--- config.mk ---
export PLATFORM = sky130hd
export DESIGN_NAME = acsm_front
export DESIGN_NICKNAME = d
export VERILOG_FILES = /design/src/rtl/acsm_pkg.sv /design/src/rtl/acsm_front.sv
export SDC_FILE = /design/constraint.sdc
export NUM_CORES = 1
export LEC_CHECK = 0
export ABC_CLOCK_PERIOD_IN_PS = 840
export BUFFER_PORTS_ARGS = -buffer_cell sky130_fd_sc_hd__buf_2
export CAP_MARGIN = 40
export CELL_PAD_IN_SITES_DETAIL_PLACEMENT = 0
export CELL_PAD_IN_SITES_GLOBAL_PLACEMENT = 1
export CORE_UTILIZATION = 10
export DETAILED_ROUTE_END_ITERATION = 8
export PLACE_DENSITY_LB_ADDON = 0.1
export SYNTH_ARGS = -nofsm -noshare
export SYNTH_HDL_FRONTEND = slang
export SYNTH_SLANG_ARGS = --single-unit
--- constraint.sdc ---
create_clock -name vclk -period 0.84
set_input_delay 0.084 -clock vclk [all_inputs]
set_output_delay 0.084 -clock vclk [all_outputs]
set_load 0.01 [all_outputs]
--- src/rtl/acsm_pkg.sv ---
package acsm_pkg;

  localparam int RAW_W  = 12;
  localparam int CHAN_W = 8;
  localparam int STAT_W = 8;
  localparam int VREF_W = 13;
  localparam int UV_W   = 23;
  localparam int CNT_W  = 16;
  localparam int SUM_W  = 40;
  localparam int SQS_W  = 64;

  localparam int CFG_IDX_W  = 3;
  localparam int CFG_DATA_W = 23;

  localparam logic [CFG_IDX_W-1:0] CFG_SEL_CHAN   = 3'd0;
  localparam logic [CFG_IDX_W-1:0] CFG_VREF_MV    = 3'd1;
  localparam logic [CFG_IDX_W-1:0] CFG_OVER_UV    = 3'd2;
  localparam logic [CFG_IDX_W-1:0] CFG_UNDER_UV   = 3'd3;
  localparam logic [CFG_IDX_W-1:0] CFG_FAULT_MASK = 3'd4;
  localparam logic [CFG_IDX_W-1:0] CFG_RANGE_MASK = 3'd5;

  localparam logic [CNT_W-1:0] MAX_SAMPLES = 16'd65535;
  localparam logic [9:0]       UV_PER_MV   = 10'd1000;
  localparam logic [11:0]      FULL_SCALE  = 12'd4095;

  localparam int QDEPTH = 2;

  typedef struct packed {
    logic [CHAN_W-1:0] sel;
    logic [VREF_W-1:0] vref;
    logic [UV_W-1:0]   over;
    logic [UV_W-1:0]   under;
    logic [STAT_W-1:0] fmask;
    logic [STAT_W-1:0] rmask;
  } cfg_t;

  typedef struct packed {
    logic [RAW_W-1:0] raw;
    logic             match;
    logic             fault_hit;
    logic             range_hit;
    logic             last;
  } q_entry_t;

  typedef struct packed {
    logic [CHAN_W-1:0] chan;
    logic [CNT_W-1:0]  cnt;
    logic [CNT_W-1:0]  over;
    logic [CNT_W-1:0]  under;
    logic [CNT_W-1:0]  fault;
    logic [CNT_W-1:0]  rng;
    logic [UV_W-1:0]   mean;
    logic [UV_W-1:0]   minv;
    logic [UV_W-1:0]   maxv;
    logic [UV_W-1:0]   std;
  } report_t;

endpackage

--- src/rtl/acsm_front.sv ---
module acsm_front (
  input  logic                      in_valid,
  input  logic [acsm_pkg::RAW_W-1:0]  in_raw_code,
  input  logic [acsm_pkg::CHAN_W-1:0] in_sample_channel,
  input  logic [acsm_pkg::STAT_W-1:0] in_status_bits,
  input  logic                      in_last_sample,
  input  acsm_pkg::cfg_t            cfg,
  input  logic                      q_full,
  output logic                      in_stall,
  output logic                      push,
  output acsm_pkg::q_entry_t        entry
);
  import acsm_pkg::*;

  always_comb begin
    entry.raw       = in_raw_code;
    entry.match     = (in_sample_channel == cfg.sel);
    entry.fault_hit = |(in_status_bits & cfg.fmask);
    entry.range_hit = |(in_status_bits & cfg.rmask);
    entry.last      = in_last_sample;
  end

  assign in_stall = q_full;
  assign push     = in_valid && !q_full && (entry.match || entry.last);

endmodule

== Word-level counts from Yosys, hierarchy flattened ==
Index checks and enable logic that the tools add are counted.
Operators by class
  eq/ne operators: 1
  bitwise operators: 2
  reductions and logical operators: 6
Operators with widths (number)
  bitwise AND 8 bit: 2
  OR reduction 8 bit: 2
  == test 8 bit: 1
  logical AND 1 bit: 2
  logical NOT 1 bit: 1
  logical OR 1 bit: 1
Word-level totals
  flip-flop bits (word level): 0
  output and inout bits: 18
  logic and storage cells: 9

== Depth between registers and ports, before layout ==
  depth in word-level cells: 3
  mapped depth: 4
  gate-level depth less buffers: 4

== Least setup slack after synthesis ==
OpenSTA, ideal clock, no wires.
  kind: in2out
  from: in cfg[75] (netlist bit)
  to: out push
  arrival time: 0.698 ns
  required time: 0.756 ns
  setup slack: 0.058 ns
  stages: 4
  cell sequence: xnor2_1 nand4_1 nor2_2 o211a_1
RTL lines
  start, declared: line acsm_front.sv:7  | input acsm_pkg::cfg_t cfg,
  end, declared: line acsm_front.sv:10  | output logic push,

== Worst setup path in the final report ==
  from: in cfg[75] (netlist bit)
  to: out push
On the way
  word-level cells in the longest chain between the ends: 3
Ends and longest elaborated chain
  == test 8 bit: line acsm_front.sv:17  | entry.match = (in_sample_channel == cfg.sel);
  logical OR 1 bit: line acsm_front.sv:24  | assign push = in_valid && !q_full && (entry.match || entry.last);
  logical AND 1 bit: line acsm_front.sv:24
No other way between the ends.

==> metrics.md <==
| Metric | Value |
|---|---|
| Post-placement cell area | `roughly 460 um^2` |
| Post-detailed-route wirelength per cell | `around 9.8 um` |
| Worst slack at placement | `-143 ps` |
| Peak Freq | `1110 MHz` |
| Outcome | `finished with violations` |
| Post-route antenna net violation count | `0` |
| Number of sequential cells | `0` |
| Worst hold path stage count | `0` |
| Number of post-CTS setup repair buffers | `0` |
| Combinational group share of total power | `100.0%` |
| Worst path required time | `760 ps` |
| Endpoints failing hold | `0` |
| Destination of the worst hold path | `entry[9]` |
| Hold Slack | `roughly 170 ps` |
| Worst Slack Setup Final | `-59.3 ps` |
| Total overflow reported by the global router | `0` |
| Overall track demand over capacity in global routing | `roughly 5.6%` |
| Area taken by multi-input logic gates | `around 230 um^2` |
| Net Count, Synth | `151` |
| Initial antenna violation count | `0` |
| Largest fanout on the critical path | `2` |
| Critical path start-end classification | `in -> out` |
| Net switching component of the power | `between 80 and 90 uW` |
| Count of standard-cell rows | `18` |
| Die footprint | `3020 um^2` |
| Drt via density | `approximately 4.2` |
| Total via count in the routed design | `approximately 430` |
| Core area | `2570 um^2` |
| Power Dens Cells | `454 nW/um^2` |
| Static leakage | `slightly above 0.0003 uW` |
| Number of I/O pins | `~130` |
| Relative slew slack | `87.1%` |
| Post-Synthesis Cells | `37` |
| Final Max Tran Viols | `0` |
| Design area | `about 570 um^2` |
| Synth Warn # | `0` |
| Maximum number of pins on one net before global-route repair | `3` |
| Cell internal power dissipation | `174 uW` |
| Cell variety after synth | `7` |
| Via count of the first global-routing pass | `392` |
| Worst hold start | `in_raw_code[5]` |
| Fill cells | `roughly 290` |
| Sort of element at the start of the critical path | `primary input` |
| RSZ-0062 raised after global routing | `yes` |
| DPL Wire Length | `870 um` |
| Count of buffers from port buffering | `roughly 50` |
| Fraction of the yosys area taken by sequential cells | `0%` |
| Area share of the largest cell type after synthesis | `37.5%` |
| Final wirelength | `995 um` |
| Synth Area per Inst | `roughly 7.6 um^2` |
| Fraction of final layout cells sized beyond drive strength 1 | `between 70 and 80%` |
| Hold/Removal Path Class | `in -> out` |
| DRC violation total after the first TritonRoute iteration | `3` |
| CLK BUF | `0` |
| Worst vdd ir | `0.128 mV` |
| Setup violations, final | `1` |
| Number of nets in the layout | `188` |
| Part of the total power dissipated in the clock network | `0%` |
| Antenna Cells | `0` |
| Wire length of the first global-routing pass | `between 1000 and 1500 um` |
| Starting density of the core | `10.9%` |
| Area of the mapped netlist | `280 um^2` |
| Proportion of total power due to net switching | `between 30% and 40%` |
| Area used by sequential logic in the layout | `0 um^2` |
| X dimension of the die | `54.9 um` |
| Leading area contributor after synthesis | `sky130_fd_sc_hd__buf_4` |
| CP Data Arrival Time | `820 ps` |
| Portion of the clock cycle consumed by the worst path in the final layout | `107%` |
| Chip height | `approximately 55 um` |
| Layout overhead on the synthesized area | `105%` |
| Worst-Margin Slew | `~190 ps` |
| Final weighted congestion of routability-driven global placement | `roughly 0.6` |
| Violations in the final reports | `setup timing` |
| Design Power | `around 260 uW` |
| Relative contribution of sequential cells to total power | `0%` |
| Cells taking the most area after synthesis | `sky130_fd_sc_hd__buf_4 38%, sky130_fd_sc_hd__xnor2_1 25%, sky130_fd_sc_hd__a22oi_1 21%` |
| Number of DRC violations after detailed routing | `0` |
| Shortest clock period the worst path allows after layout | `about 900 ps` |
| Critical Path Sink Type | `output pin` |
| Max-cap violations | `0` |
| First-pass DRT Iterations | `2` |
## power groups by stage
stage,combinational [uW],clock (uW),sequential [uW]
floorplan,136,0,0
global placement,204,0,0
detailed placement,199,0,0
CTS,232,0,0
global route,288,0,0
finish,261,0,0
## timing repair
item / in CTS / in global routing
resized for setup: 9 / 8
pin swaps: 9 / 7
endpoints found under the setup margin: 2 / 2
hold buffers: 0 / 0
## synth_stat cells
| cell type | instances |
|---|---|
| sky130_fd_sc_hd__o211a_1 | 1 |
| sky130_fd_sc_hd__nand4_1 | 4 |
| sky130_fd_sc_hd__nor2_2 | 1 |
| sky130_fd_sc_hd__a22oi_1 | 8 |
| sky130_fd_sc_hd__xnor2_1 | 8 |
| sky130_fd_sc_hd__buf_4 | 14 |
| sky130_fd_sc_hd__inv_1 | 1 |
## stage by stage
| stage | std cells | TNS, ps | util (%) |
|---|---|---|---|
| 4_1_cts | 102 | -100 | 20.2 |
| 3_3_place_gp | 102 | -200 | 17.8 |
| 3_5_place_dp | 102 | -166 | 17.8 |
| 6_report | 102 | -59.3 | 22.4 |
| 5_1_grt | 102 | -195 | 22.4 |
| 2_1_floorplan | 37 | 0 | - |
## worst max-delay path, stage by stage
cell	delay [ps]
sky130_fd_sc_hd__buf_8	100
sky130_fd_sc_hd__xnor2_4	140
sky130_fd_sc_hd__nand4_1	110
sky130_fd_sc_hd__nor2_2	130
sky130_fd_sc_hd__o211a_1	130
sky130_fd_sc_hd__buf_2	120
## final cells by class
class / instances / area share (%)
Multi-Input combinational cell: 22 / 39.7
Tap cell: 30 / 6.54
Inverter: 1 / 0.654
Timing Repair Buffer: 49 / 53.2
## logic make-up after synthesis
logic type	after synthesis	synth area share [%]
xor+xnor	8	25.0
buf+inv	15	38.8
compound gates	9	25.0
simple gates	5	11.2
## metal layers
layer	track usage, %	up-vias	routed length (um)
li1	-	192	-
met1	2.75	166	195
met2	13.7	57	476
met3	2.73	10	290
met4	2.08	0	32
met5	0	-	0
## cell usage in the layout, fill, tap and decap left out, drive strengths merged
| master | count |
|---|---|
| buf | 49 |
| a22oi | 8 |
| xnor2 | 8 |
| nand4 | 4 |
| nor2 | 1 |
| inv | 1 |
| o211a | 1 |
## worst max path at each step
stage | start | endpoint | cells after the start
floorplan | cfg[75] | push | 4
global placement | cfg[75] | push | 6
detailed placement | cfg[75] | push | 6
CTS | in_sample_channel[1] | push | 6
global route | in_sample_channel[5] | push | 6
finish | cfg[75] | push | 6
Power figures use the tool's default switching activity.
