[src/rtl/acsm_pkg.sv]
package acsm_pkg;

  localparam int RAW_W  = 12;
  localparam int CHAN_W = 8;
  localparam int STAT_W = 8;
  localparam int VREF_W = 13;
  localparam int UV_W   = 23;
  localparam int CNT_W  = 16;
  localparam int SUM_W  = 40;
  localparam int SQS_W  = 64;

  localparam int CFG_IDX_W  = 3;
  localparam int CFG_DATA_W = 23;

  localparam logic [CFG_IDX_W-1:0] CFG_SEL_CHAN   = 3'd0;
  localparam logic [CFG_IDX_W-1:0] CFG_VREF_MV    = 3'd1;
  localparam logic [CFG_IDX_W-1:0] CFG_OVER_UV    = 3'd2;
  localparam logic [CFG_IDX_W-1:0] CFG_UNDER_UV   = 3'd3;
  localparam logic [CFG_IDX_W-1:0] CFG_FAULT_MASK = 3'd4;
  localparam logic [CFG_IDX_W-1:0] CFG_RANGE_MASK = 3'd5;

  localparam logic [CNT_W-1:0] MAX_SAMPLES = 16'd65535;
  localparam logic [9:0]       UV_PER_MV   = 10'd1000;
  localparam logic [11:0]      FULL_SCALE  = 12'd4095;

  localparam int QDEPTH = 2;

  typedef struct packed {
    logic [CHAN_W-1:0] sel;
    logic [VREF_W-1:0] vref;
    logic [UV_W-1:0]   over;
    logic [UV_W-1:0]   under;
    logic [STAT_W-1:0] fmask;
    logic [STAT_W-1:0] rmask;
  } cfg_t;

  typedef struct packed {
    logic [RAW_W-1:0] raw;
    logic             match;
    logic             fault_hit;
    logic             range_hit;
    logic             last;
  } q_entry_t;

  typedef struct packed {
    logic [CHAN_W-1:0] chan;
    logic [CNT_W-1:0]  cnt;
    logic [CNT_W-1:0]  over;
    logic [CNT_W-1:0]  under;
    logic [CNT_W-1:0]  fault;
    logic [CNT_W-1:0]  rng;
    logic [UV_W-1:0]   mean;
    logic [UV_W-1:0]   minv;
    logic [UV_W-1:0]   maxv;
    logic [UV_W-1:0]   std;
  } report_t;

endpackage

[src/rtl/acsm_queue.sv]
module acsm_queue (
  input  logic               clk,
  input  logic               rst_n,
  input  logic               push,
  input  acsm_pkg::q_entry_t push_data,
  input  logic               pop,
  output acsm_pkg::q_entry_t head,
  output logic               empty,
  output logic               full
);
  import acsm_pkg::*;

  localparam int PTR_W = (QDEPTH > 1) ? $clog2(QDEPTH) : 1;
  localparam int CW    = $clog2(QDEPTH + 1);

  q_entry_t         mem_r [QDEPTH];
  logic [PTR_W-1:0] wr_r, rd_r;
  logic [CW-1:0]    cnt_r;
  logic             do_push, do_pop;

  assign empty   = (cnt_r == '0);
  assign full    = (cnt_r == CW'(QDEPTH));
  assign do_push = push && !full;
  assign do_pop  = pop && !empty;
  assign head    = mem_r[rd_r];

  always_ff @(posedge clk) begin
    if (do_push) begin
      mem_r[wr_r] <= push_data;
    end
  end

  always_ff @(posedge clk) begin
    if (!rst_n) begin
      wr_r  <= '0;
      rd_r  <= '0;
      cnt_r <= '0;
    end else begin
      if (do_push) begin
        wr_r <= (wr_r == PTR_W'(QDEPTH - 1)) ? '0 : wr_r + 1'b1;
      end
      if (do_pop) begin
        rd_r <= (rd_r == PTR_W'(QDEPTH - 1)) ? '0 : rd_r + 1'b1;
      end
      if (do_push && !do_pop) begin
        cnt_r <= cnt_r + 1'b1;
      end else if (do_pop && !do_push) begin
        cnt_r <= cnt_r - 1'b1;
      end
    end
  end

endmodule

[config.mk]
export PLATFORM = sky130hd
export DESIGN_NAME = acsm_queue
export DESIGN_NICKNAME = d
export VERILOG_FILES = /design/src/rtl/acsm_pkg.sv /design/src/rtl/acsm_queue.sv
export SDC_FILE = /design/constraint.sdc
export NUM_CORES = 1
export LEC_CHECK = 0
export BUFFER_PORTS_ARGS = -buffer_cell sky130_fd_sc_hd__buf_2
export CAP_MARGIN = 20
export CORE_MARGIN = 2
export CORE_UTILIZATION = 40
export DETAILED_ROUTE_END_ITERATION = 7
export HOLD_SLACK_MARGIN = 0.15
export PLACE_DENSITY = 0.69
export SLEW_MARGIN = 20
export SYNTH_ARGS = -nofsm -noshare
export SYNTH_HDL_FRONTEND = slang
export SYNTH_SLANG_ARGS = --single-unit
export TNS_END_PERCENT = 100
[constraint.sdc]
create_clock -name clk -period 2.13 [get_ports clk]
set_input_delay 0.3195 -clock clk [delete_from_list [all_inputs] [get_ports clk]]
set_output_delay 0.3195 -clock clk [all_outputs]
set_load 0.01 [all_outputs]
======== Yosys cells after proc, flatten, opt, wreduce, memory -nomap -nowiden ========
Memories as Yosys holds them, arrays and structs flattened. A register that Yosys moved wholly into a read port is not among the register bits.
Index checks and enable logic that the tools add are counted.
word-level totals
  memories kept ........................... 1
  register bits after elaboration ......... 4
  word-level logic and storage cells ...... 27
  bits in writable memories ............... 32
  input bits .............................. 20
operators by class
  equal/unequal tests ..................... 1
  $add $sub $neg .......................... 4
  multiplexer cells ....................... 8
  reduce and logical (&&, ||, !) cells .... 10
memory list
  name   words  width  read ports  clocked after Yosys merged registers in  wr ports  RTL line          source
  mem_r  2      16     1           1                                        1         acsm_queue.sv:16  q_entry_t mem_r [QDEPTH];
operators with widths
  operator             count
  $mux 1               6
  $logic_and 1x1->1    4
  $logic_not 1->1      4
  $mux 2               2
  $add 1x1->1 const B  2
  $add 2x1->2 const B  1
  $eq 2x2->1 const B   1
  $logic_not 2->1      1
  $reduce_bool 2->1    1
  $sub 2x1->2 const B  1

======== Depth between registers and ports, before layout ========
Gate-level depths: netlist (run 1).
  depth after elaboration ................. 7
  gate-level depth with buffers ........... 7
  depth with buffers taken out ............ 7

======== Worst setup path after synthesis (run 1) ========
Ideal clock, no wire load.
  kind .................................... reg-to-reg
  start ................................... register cnt_r[0]
  end ..................................... memory mem_r[0][0] (netlist name), enable pin
  slack ................................... 448 ps
  cell stages (with the launch flop) ...... 4
  arrival time ............................ 1294 ps
  path buffers ............................ 0
  clock period less this slack ............ 1682 ps
  required time ........................... 1742 ps
  cell sequence ........................... dfxtp_1 -> nand2b_1 -> inv_2 -> nor3_2
between the ends
  cells in the longest elaborated chain, start to end .. 5
ends and longest elaborated chain
  what                          RTL line          source
  start, declared               acsm_queue.sv:18  logic [CW-1:0] cnt_r;
  start signal, assigned        acsm_queue.sv:46  cnt_r <= cnt_r + 1'b1;
  start signal, assigned        acsm_queue.sv:48  cnt_r <= cnt_r - 1'b1;
  $eq 2x2->1                    acsm_queue.sv:22  assign full = (cnt_r == CW'(QDEPTH));
  named net full                acsm_queue.sv:9   output logic full
  $logic_not 1->1               acsm_queue.sv:23  assign do_push = push && !full;
  $logic_and 1x1->1             acsm_queue.sv:23
  $mux 1                        acsm_queue.sv:28  if (do_push) begin
  $mux 1 (not written as such)  acsm_queue.sv:29  mem_r[wr_r] <= push_data;
  end, declared                 acsm_queue.sv:16
The timed path passes the listed nets, and every way through them passes these cells.

==> results.ini, run 1 <==
[clock_network]
htree_levels = 2
cts_resized = 0
cts_tree = done
numCtsBuffers = 5
cts_setup_buffers = 0
cts.sinks = 37
cts-root-buf = clkbuf_4
clock_latency_ns = 0.32
cts_buffer_depth = 2
hold_buffers = 0
path_clk_slew_ns = 0.09

[power_and_ir_drop]
p_leak_uw = 0.000663
peakVddDrop_mv = 0.470
power_uw = 1880
sw_frac_of_total = 0.281
clock_power_share = 0.171
pwr-share-comb = 0.316
power_density_nw_per_um2 = 1100
p_sw_uw = 527
internal_power_uw = 1350
seqPwrFrac = 0.512

[die]
die_w_um = 62.9
io_pins = 38
core_area_um2 = 3340
initial_utilization = 0.416
fp.dieArea_um2 = 3960
die_height_um = 62.9
row_count = 21

[layout]
syn_to_final_growth_pct = 23.4
final_common_cell = buf_2
finalNetCount = 144
drive_above_1_share = 0.532
antenna_cells = 0
fin_cells = 170
mostFrequentLayoutCells = buf_2, edfxtp_1, mux2_2, buf_4

[yosys]
ys_warn_count = 0
ys_seq_area_frac = 0.765
synth_seq_cells = 37
synth_area_per_cell_um2 = 18.5
synth_ff_type = edfxtp_1
synth.net_count = 96
synth_edf_count = 32
async_flop_share = 0
yosysUniqueCellTypes = 21
synthCells = 75
netlist_area_um2 = 1390

[sta]
worst_pin_slew_ns = 0.220
skew_ns = 0.00611
clock.fmax_ghz = 0.602
relSlewSlack = 0.852
rsz0062_at_grt = no
fin_ws_ns = 0.469
timing.final.hold_violations = 0
setup_viol = 0
fin_crit_sh = 0.780
tns_ns = 0
fin_crit_ns = 1.66
slew_violations = 0
hold_slack_ns = 0.183

[grt]
grt_pass1_vias = 827
gr-usage-met1 = 0.140
grt_antenna_before_repair = 0
grt_max_degree = 11
met2_usage = 0.209
grtUsageTotal = 0.128
grt_busiest_layer = met2
grt_pass1_wl_mm = 3.73
gr-total-overflow = 0
grtUsageMet3 = 0.0613

[worst_setup_path]
critPathArrivalTime_ns = 1.34
endpoint_kind = primary output
crit_end = head[0]
worst_ep_required_time_ns = 1.81
slowest_delay_ns = 0.35
critPathMaxFanout = 8
cp_top_family = flip-flops
r2r_start = cnt_r[0]
cp_num_buf_inv = 2
r2r_slack_ns = 0.53
slowest_stage = dfxtp_1
critical_path.cell_chain = buf_4 -> mux2_2 -> buf_2
critPathKind = flop to primary output
reg2reg_depth = 6
crit_cells = 3
rr_endpoint = cnt_r[1]
crit_path_start_kind = flop

[placed_design]
hpwlAfterDp_mm = 1.71
dp.cells = 162
gp_congestion = 0.697
io_buffers = 37
place_ws_ns = 0.542

[drt]
ant_nets = 0
wl_per_cell_um = 13.3
post-route-drc-count = 0
via_count = 773
firstDrtPassIters = 4
viasPerCell = 4.55
drt_wl_total_mm = 2.25
drt_iter0_markers = 16

[worst_hold_path]
hold_path_class = primary input to flop

[run]
maxCapViolCount = 0

[status]
status = complete, no violations

synth_stat cells, drive strengths merged, types with 2 or more instances:
cell type	count	area (um^2)
xnor2	2	17.5
a21boi	2	15.0
buf	2	12.5
o21ai	2	10.0
inv	2	7.50
and2	3	18.8
edfxtp	32	961
mux2	16	180
nor2	2	7.51
dfxtp	5	100
stage by stage:
stage               utilization  area (um^2)
floorplan                     -         1390
global placement          0.498         1660
detailed placement        0.498         1660
CTS                       0.513         1710
global route              0.513         1710
finish                    0.513         1710
sequential cells by signal, indices dropped and copies added (netlist names), named ones only:
register / flops
mem_r: 32
wr_r: 1
cnt_r: 2
rd_r: 1
power by group through the flow:
stage | Sequential (uW) | Combinational (uW) | Clock (uW)
2_1_floorplan | 965 | 390 | 0
3_3_place_gp | 970 | 586 | 0
4_1_cts | 964 | 607 | 341
6_report | 961 | 594 | 322
5_1_grt | 976 | 652 | 370
3_5_place_dp | 980 | 605 | 0
per-layer routing:
layer / vias to the layer above / wire, um / share of wire
met4: 0 / 63 / 0.028
met1: 359 / 897 / 0.40
met2: 30 / 1130 / 0.50
met3: 6 / 158 / 0.070
met5: - / 0 / 0
li1: 378 / - / -
cell families after synthesis:
family,synth area share
flip-flops,0.765
buffers and inverters,0.0144
adder cells (fa/ha/maj),0.00902
XOR/XNOR,0.0189
AO/OA/AOI/OAI,0.0234
AND/OR/NAND/NOR,0.0397
multiplexers,0.130
how the worst min path moves through the flow:
stage	start	to	cells past startpoint
2_1_floorplan	push_data[0]	mem_r[0][0]	0
3_3_place_gp	cnt_r[1]	cnt_r[1]	2
3_5_place_dp	push_data[9]	mem_r[0][9]	1
4_1_cts	push_data[9]	mem_r[0][9]	1
5_1_grt	push_data[5]	mem_r[0][5]	1
6_report	push_data[8]	mem_r[0][8]	1
final cells by class:
type                            count  area [um^2]
Fill cell                         305         1630
Sequential cell                    37         1060
Multi-Input combinational cell     34          307
Timing Repair Buffer               43          230
Tap cell                           46         57.6
Clock buffer                        8         48.8
Inverter                            2         7.51
No activity file was read; power rests on OpenSTA's default activity.
==> run 2, diff against run 1 <==
- ABC_AREA: default -> 1
- PLACE_DENSITY: 0.69 -> 0.71
- clock period: 2.13 -> 1.4 ns (I/O delays scaled with it)
==> results.ini, run 2 <==
[status]
status = finished with violations
violations = negative setup slack

[drt]
topRoutingLayerUsed = met4
wl_per_cell_um = 12.9  ; -2.4%
firstDrtPassIters = 4  ; unchanged
drt_iter0_markers = 11  ; -5
ant_nets = 0  ; unchanged
route.met2.wl_mm = 1.40  ; +23%
via_count = 917  ; +19%
viasPerCell = 4.52  ; -0.66%
post-route-drc-count = 0  ; unchanged
drt-met1-wl_mm = 1.07  ; +19%
drt_wl_total_mm = 2.63  ; +17%
wl_met3_um = 111  ; -30%

[layout]
top_regs = mem_r (32), cnt_r (2)
final_common_cell = edfxtp_1
mostFrequentLayoutCells = edfxtp_1, buf_2, buf_6, dlygate4sd3_1, mux2_4
top_register = mem_r
fin_cells = 203  ; +19%
antenna_cells = 0  ; unchanged
final_area_um2 = 2110  ; +23%
largest_reg_flops = 32  ; unchanged
finalNetCount = 177  ; +23%
syn_to_final_growth_pct = 45.0
drive_above_1_share = 0.465  ; -0.0673

[die]
die_height_um = 64.3  ; +2.3%
die_w_um = 64.3  ; +2.3%
row_count = 21  ; unchanged
fp.dieArea_um2 = 4140  ; +4.6%
io_pins = 38  ; unchanged
core_area_um2 = 3420  ; +2.4%
initial_utilization = 0.426  ; +0.0102

[grt]
grt_pass1_wl_mm = 4.18  ; +12%
gr-total-overflow = 0  ; unchanged
grt_pass1_vias = 966  ; +17%
grtUsageTotal = 0.142  ; +0.0133
grt_max_degree = 12  ; +1
grt_antenna_before_repair = 0  ; unchanged

[sta]
relSlewSlack = 0.879  ; +0.0264
fin_ws_ns = -0.0866  ; -0.556 ns
timing.final.hold_violations = 0  ; unchanged
skew_ns = 0.0105  ; +0.00438 ns
rsz0062_at_grt = yes
clock.fmax_ghz = 0.673
setup_viol = 16  ; +16
slew_violations = 0  ; unchanged
fin_crit_sh = 1.06
tns_ns = -1.25  ; -1.25 ns
fin_crit_ns = 1.49
worst_pin_slew_ns = 0.180  ; -0.0401 ns

[run]
maxCapViolCount = 0  ; unchanged

[worst_hold_path]
min-delay-start = push
hold_path_class = primary input to flop
hold_path_depth = 5  ; +4

[placed_design]
placed_area_um2 = 1710  ; +2.9%
io_buffers = 37  ; unchanged
hpwlAfterDp_mm = 1.70  ; -0.75%
dp.cells = 175  ; +8.0%
place_ws_ns = -0.0562  ; -0.598 ns
gp_congestion = 0.613  ; -12%

[yosys]
synth_ff_type = edfxtp_1
synthTopCellsByArea = edfxtp_1, mux2_4, dfxtp_1
synth_area_per_cell_um2 = 16.5  ; -11%
synthCells = 88  ; +17%
yosysMostFrequentCell = edfxtp_1
synth_top_area_frac = 0.660  ; -0.0322
ys_seq_area_frac = 0.729  ; -0.0355
yosysUniqueCellTypes = 15  ; -29%
synth_edf_count = 32  ; unchanged
yosys.area.top_type = edfxtp_1
ys_warn_count = 0  ; unchanged
synth_seq_cells = 37  ; unchanged
async_flop_share = 0  ; unchanged
synth.net_count = 109  ; +14%
synth_common_cells = edfxtp_1, nor2_1, mux2_4
netlist_area_um2 = 1460  ; +4.9%

[power_and_ir_drop]
power_uw = 3230  ; +72%
peakVddDrop_mv = 0.688  ; +47%
power_density_nw_per_um2 = 1530  ; +40%
p_leak_uw = 0.000874  ; +32%

[clock_network]
path_clk_slew_ns = 0.10  ; about the same
cts_buffer_depth = 2  ; unchanged
numCtsBuffers = 5  ; unchanged
cts-root-buf = clkbuf_4
htree_levels = 2  ; unchanged
clock_latency_ns = 0.32  ; about the same
cts_tree = done
cts.sinks = 37  ; unchanged

[worst_setup_path]
slowest_delay_ns = 0.38  ; +0.03 ns
cp_num_buf_inv = 2  ; unchanged
cp_top_family = flip-flops
crit_cells = 3  ; unchanged
critPathKind = flop to primary output
cp_common_cell = buf_6
reg2reg_depth = 9  ; +3
endpoint_kind = primary output
worst_ep_required_time_ns = 1.19  ; -0.62 ns
slowest_stage = dfxtp_4
r2r_start = cnt_r[1]
critical_path.cell_chain = buf_6 -> mux2_4 -> buf_6
crit_path_start_kind = flop
critPathArrivalTime_ns = 1.28  ; -0.06 ns
critPathMaxFanout = 5  ; -3

==> run 2: cell types whose count changed after synthesis, moves of 2 or more <==
cell | before | now
mux2_2 | 16 | 6
mux2_4 | 0 | 10
nor2_1 | 2 | 11
inv_1 | 1 | 9
nand2_1 | 0 | 6
and2_1 | 3 | 0
xnor2_1 | 2 | 0
==> run 2: area by class of cell <==
class | count | area (um^2)
Clock buffer | 7 | 45.0
Clock inverter | 1 | 3.75
Fill cell | 264 | 1310
Inverter | 9 | 33.8
Multi-Input combinational cell | 40 | 364
Sequential cell | 37 | 1070
Tap cell | 46 | 57.6
Timing Repair Buffer | 63 | 538
==> run 2: power by group <==
part | internal [uW] | switching, uW | total (uW)
Combinational | 708 | 538 | 1250
Sequential | 1410 | 79.2 | 1490
Clock | 193 | 302 | 495
Total | 2310 | 920 | 3230
==> run 2: through the flow <==
stage,hold slack (ns),utilization
3_3_place_gp,0.398,0.501
4_1_cts,0.239,0.612
5_1_grt,0.296,0.618
2_1_floorplan,0.309,-
6_report,0.287,0.618
3_5_place_dp,0.403,0.501
==> run 2: repair_timing <==
item                                    in CTS  in global routing
hold buffers                                17                  0
endpoints found under the setup margin      18                 18
cloned                                       1                  0
hold endpoints to repair                    35                  0
pin swaps                                    1                  2
setup buffers                                1                  1
resized for setup                           31                  2
==> run 2: tightest hold or removal path, cell delays in order <==
cell	delay, ns
buf_2	0.09
o21ai_2	0.07
inv_2	0.08
nor2_1	0.04
nor2_1	0.09
==> run 2: worst paths after layout <==
kind	end	slack [ns]
worst max-delay path	head[5]	-0.09
worst min-delay path	wr_r	0.29
worst max register to register	cnt_r[1]	0.07
worst min register to register	flop	0.50
==> run 2: layer usage <==
layer / track usage / up-vias
li1: - / 447
met1: 0.143 / 432
met2: 0.254 / 33
met3: 0.0599 / 5
met4: 0.0612 / 0
met5: 0 / -
==> run 2: kinds of logic (layout without fill, tap and decap cells) <==
| kind of cell | Yosys count | in the layout | synth area share |
|---|---|---|---|
| AO/OA/AOI/OAI | 4 | 4 | 0.0163 |
| adder cells (fa/ha/maj) | 1 | 1 | 0.00860 |
| buffers and inverters | 11 | 80 | 0.0447 |
| flip-flops | 37 | 37 | 0.729 |
| multiplexers | 16 | 16 | 0.150 |
| AND/OR/NAND/NOR | 19 | 19 | 0.0516 |
==> run 3, diff against run 2 <==
- TNS_END_PERCENT: 100 -> 5
==> results.ini, run 3 (synthesized netlist as in run 2, its figures left out) <==
[status]
status = finished with violations
violations = negative setup slack

[drt]
post-route-drc-count = 0  ; unchanged
via_count = 907  ; -1.1%
viasPerCell = 4.51  ; -0.11%
drt_iter0_markers = 19  ; +8
drt_wl_total_mm = 2.59  ; -1.4%
ant_nets = 0  ; unchanged
firstDrtPassIters = 2  ; -2
wl_per_cell_um = 12.9  ; -0.47%

[clock_network]
cts.sinks = 37  ; unchanged
numCtsBuffers = 5  ; unchanged
cts_tree = done
path_clk_slew_ns = 0.10  ; about the same
cts-root-buf = clkbuf_4
cts_buffer_depth = 2  ; unchanged
htree_levels = 2  ; unchanged
clock_latency_ns = 0.33  ; about the same
cts_setup_buffers = 0  ; -1

[die]
core_area_um2 = 3420  ; unchanged
die_w_um = 64.3  ; unchanged
row_count = 21  ; unchanged
fp.dieArea_um2 = 4140  ; unchanged
io_pins = 38  ; unchanged
die_height_um = 64.3  ; unchanged
initial_utilization = 0.426  ; unchanged

[layout]
top_regs = mem_r (32), cnt_r (2)
fin_cells = 201  ; -0.99%
final_util = 0.610  ; -0.00733
final_common_cell = edfxtp_1
drive_above_1_share = 0.452  ; -0.0134
antenna_cells = 0  ; unchanged
mostFrequentLayoutCells = edfxtp_1, buf_2, buf_6, dlygate4sd3_1, mux2_4
syn_to_final_growth_pct = 43.3
largest_reg_flops = 32  ; unchanged
top_register = mem_r
fillers = 265  ; +0.38%
finalNetCount = 175  ; -1.1%

[placed_design]
gp_congestion = 0.613  ; unchanged
hpwlAfterDp_mm = 1.70  ; unchanged
dp.cells = 175  ; unchanged
io_buffers = 37  ; unchanged

[grt]
grt_antenna_before_repair = 0  ; unchanged
grt_max_degree = 12  ; unchanged
grt_pass1_wl_mm = 4.18  ; unchanged
grt_pass1_vias = 965  ; -0.10%
grtUsageTotal = 0.142  ; unchanged
gr-total-overflow = 0  ; unchanged

[worst_hold_path]
hold_path_depth = 4  ; -1
min-delay-start = push
hold_path_class = primary input to flop
whs_endpoint = wr_r

[worst_setup_path]
r2r_slack_ns = 0.01  ; -0.06 ns
worst_ep_required_time_ns = 1.19  ; about the same
cp_common_cell = buf_6
rr_endpoint = cnt_r[1]
cp_top_family = flip-flops
crit_path_start_kind = flop
critPathMaxFanout = 5  ; unchanged
slowest_delay_ns = 0.38  ; about the same
slowest_stage = dfxtp_4
r2r_start = cnt_r[1]
endpoint_kind = primary output
critical_path.cell_chain = buf_6 -> mux2_4 -> buf_6
critPathKind = flop to primary output
cp_num_buf_inv = 2  ; unchanged
reg2reg_depth = 9  ; unchanged
critPathArrivalTime_ns = 1.28  ; about the same

[power_and_ir_drop]
sw_frac_of_total = 0.285  ; +0.000663
p_sw_uw = 908  ; -1.2%
power_density_nw_per_um2 = 1530  ; -0.26%
pwr-share-comb = 0.376  ; -0.010
power_uw = 3180  ; -1.4%
clock_power_share = 0.157  ; +0.004
p_leak_uw = 0.000865  ; -1.1%
internal_power_uw = 2280  ; -1.5%
peakVddDrop_mv = 0.830  ; +21%
seqPwrFrac = 0.468  ; +0.007

[sta]
rsz0062_at_grt = yes
setup_viol = 16  ; unchanged
hold_slack_ns = 0.256  ; -0.0305 ns
tns_ns = -1.30  ; -0.0456 ns
slew_violations = 0  ; unchanged
worst_pin_slew_ns = 0.189  ; +0.00905 ns
skew_ns = 0.0100  ; -0.000489 ns
timing.final.hold_violations = 0  ; unchanged
relSlewSlack = 0.873  ; -0.00523
fin_crit_sh = 1.06  ; +0.00250
fin_ws_ns = -0.0901  ; -0.00351 ns
clock.fmax_ghz = 0.671  ; -0.24%
fin_crit_ns = 1.49  ; +0.00351 ns

[run]
maxCapViolCount = 0  ; unchanged

## run 3: changes by cell type in the layout (fill, tap and decap cells not counted), sizes merged
cell	delta
buf	-2
## run 3: per-layer routing
| layer | track usage | vias up | wire length, um | share of wire |
|---|---|---|---|---|
| met4 | 0.0612 | 0 | 31 | 0.012 |
| li1 | - | 446 | - | - |
| met1 | 0.143 | 426 | 1030 | 0.40 |
| met2 | 0.254 | 31 | 1400 | 0.54 |
| met3 | 0.0599 | 4 | 131 | 0.051 |
| met5 | 0 | - | 0 | 0 |
## run 3: what timing repair did
action,in CTS,in global routing
setup endpoints to repair,18,18
cloned,1,0
resized for setup,31,2
pin swaps,0,1
hold buffers,17,0
hold endpoints to repair,35,0
## run 3: cell type report
cell class	instances	area [um^2]	share of cell area
Clock buffer	7	45.0	0.0216
Inverter	9	33.8	0.0162
Timing Repair Buffer	61	523	0.251
Multi-Input combinational cell	40	354	0.170
Clock inverter	1	3.75	0.00180
Sequential cell	37	1070	0.512
Tap cell	46	57.6	0.0276
## run 3: worst min-delay path, delay by kind of cell
family	cells	cell delay (ns)
AOI/OAI and AO/OA	2	0.14
buffers and inverters	1	0.11
and+or+nand+nor	1	0.08
## run 3: stage by stage
| step | instance area [um^2] | setup WS (ns) |
|---|---|---|
| after CTS | 2080 | -0.110 |
| after floorplan | 1460 | -0.161 |
| after global placement | 1710 | 0.0394 |
| after global routing | 2080 | -0.137 |
| final | 2080 | -0.0901 |
| after detailed placement | 1710 | -0.0562 |
## run 3: power by group through the flow
stage	clock (uW)	sequential [uW]	combinational, uW
after floorplan	0	1480	639
after global placement	0	1480	886
after detailed placement	0	1490	916
after CTS	526	1490	1200
after global routing	565	1510	1300
final	499	1490	1200
## run 3: worst max path at each step
stage / end / slack (ns) / depth (start not counted)
after floorplan: mem_r[1][0] / -0.16 / 2
after global placement: cnt_r[1] / 0.04 / 9
after detailed placement: cnt_r[1] / -0.06 / 9
after CTS: head[14] / -0.11 / 3
after global routing: head[1] / -0.14 / 3
final: head[5] / -0.09 / 3
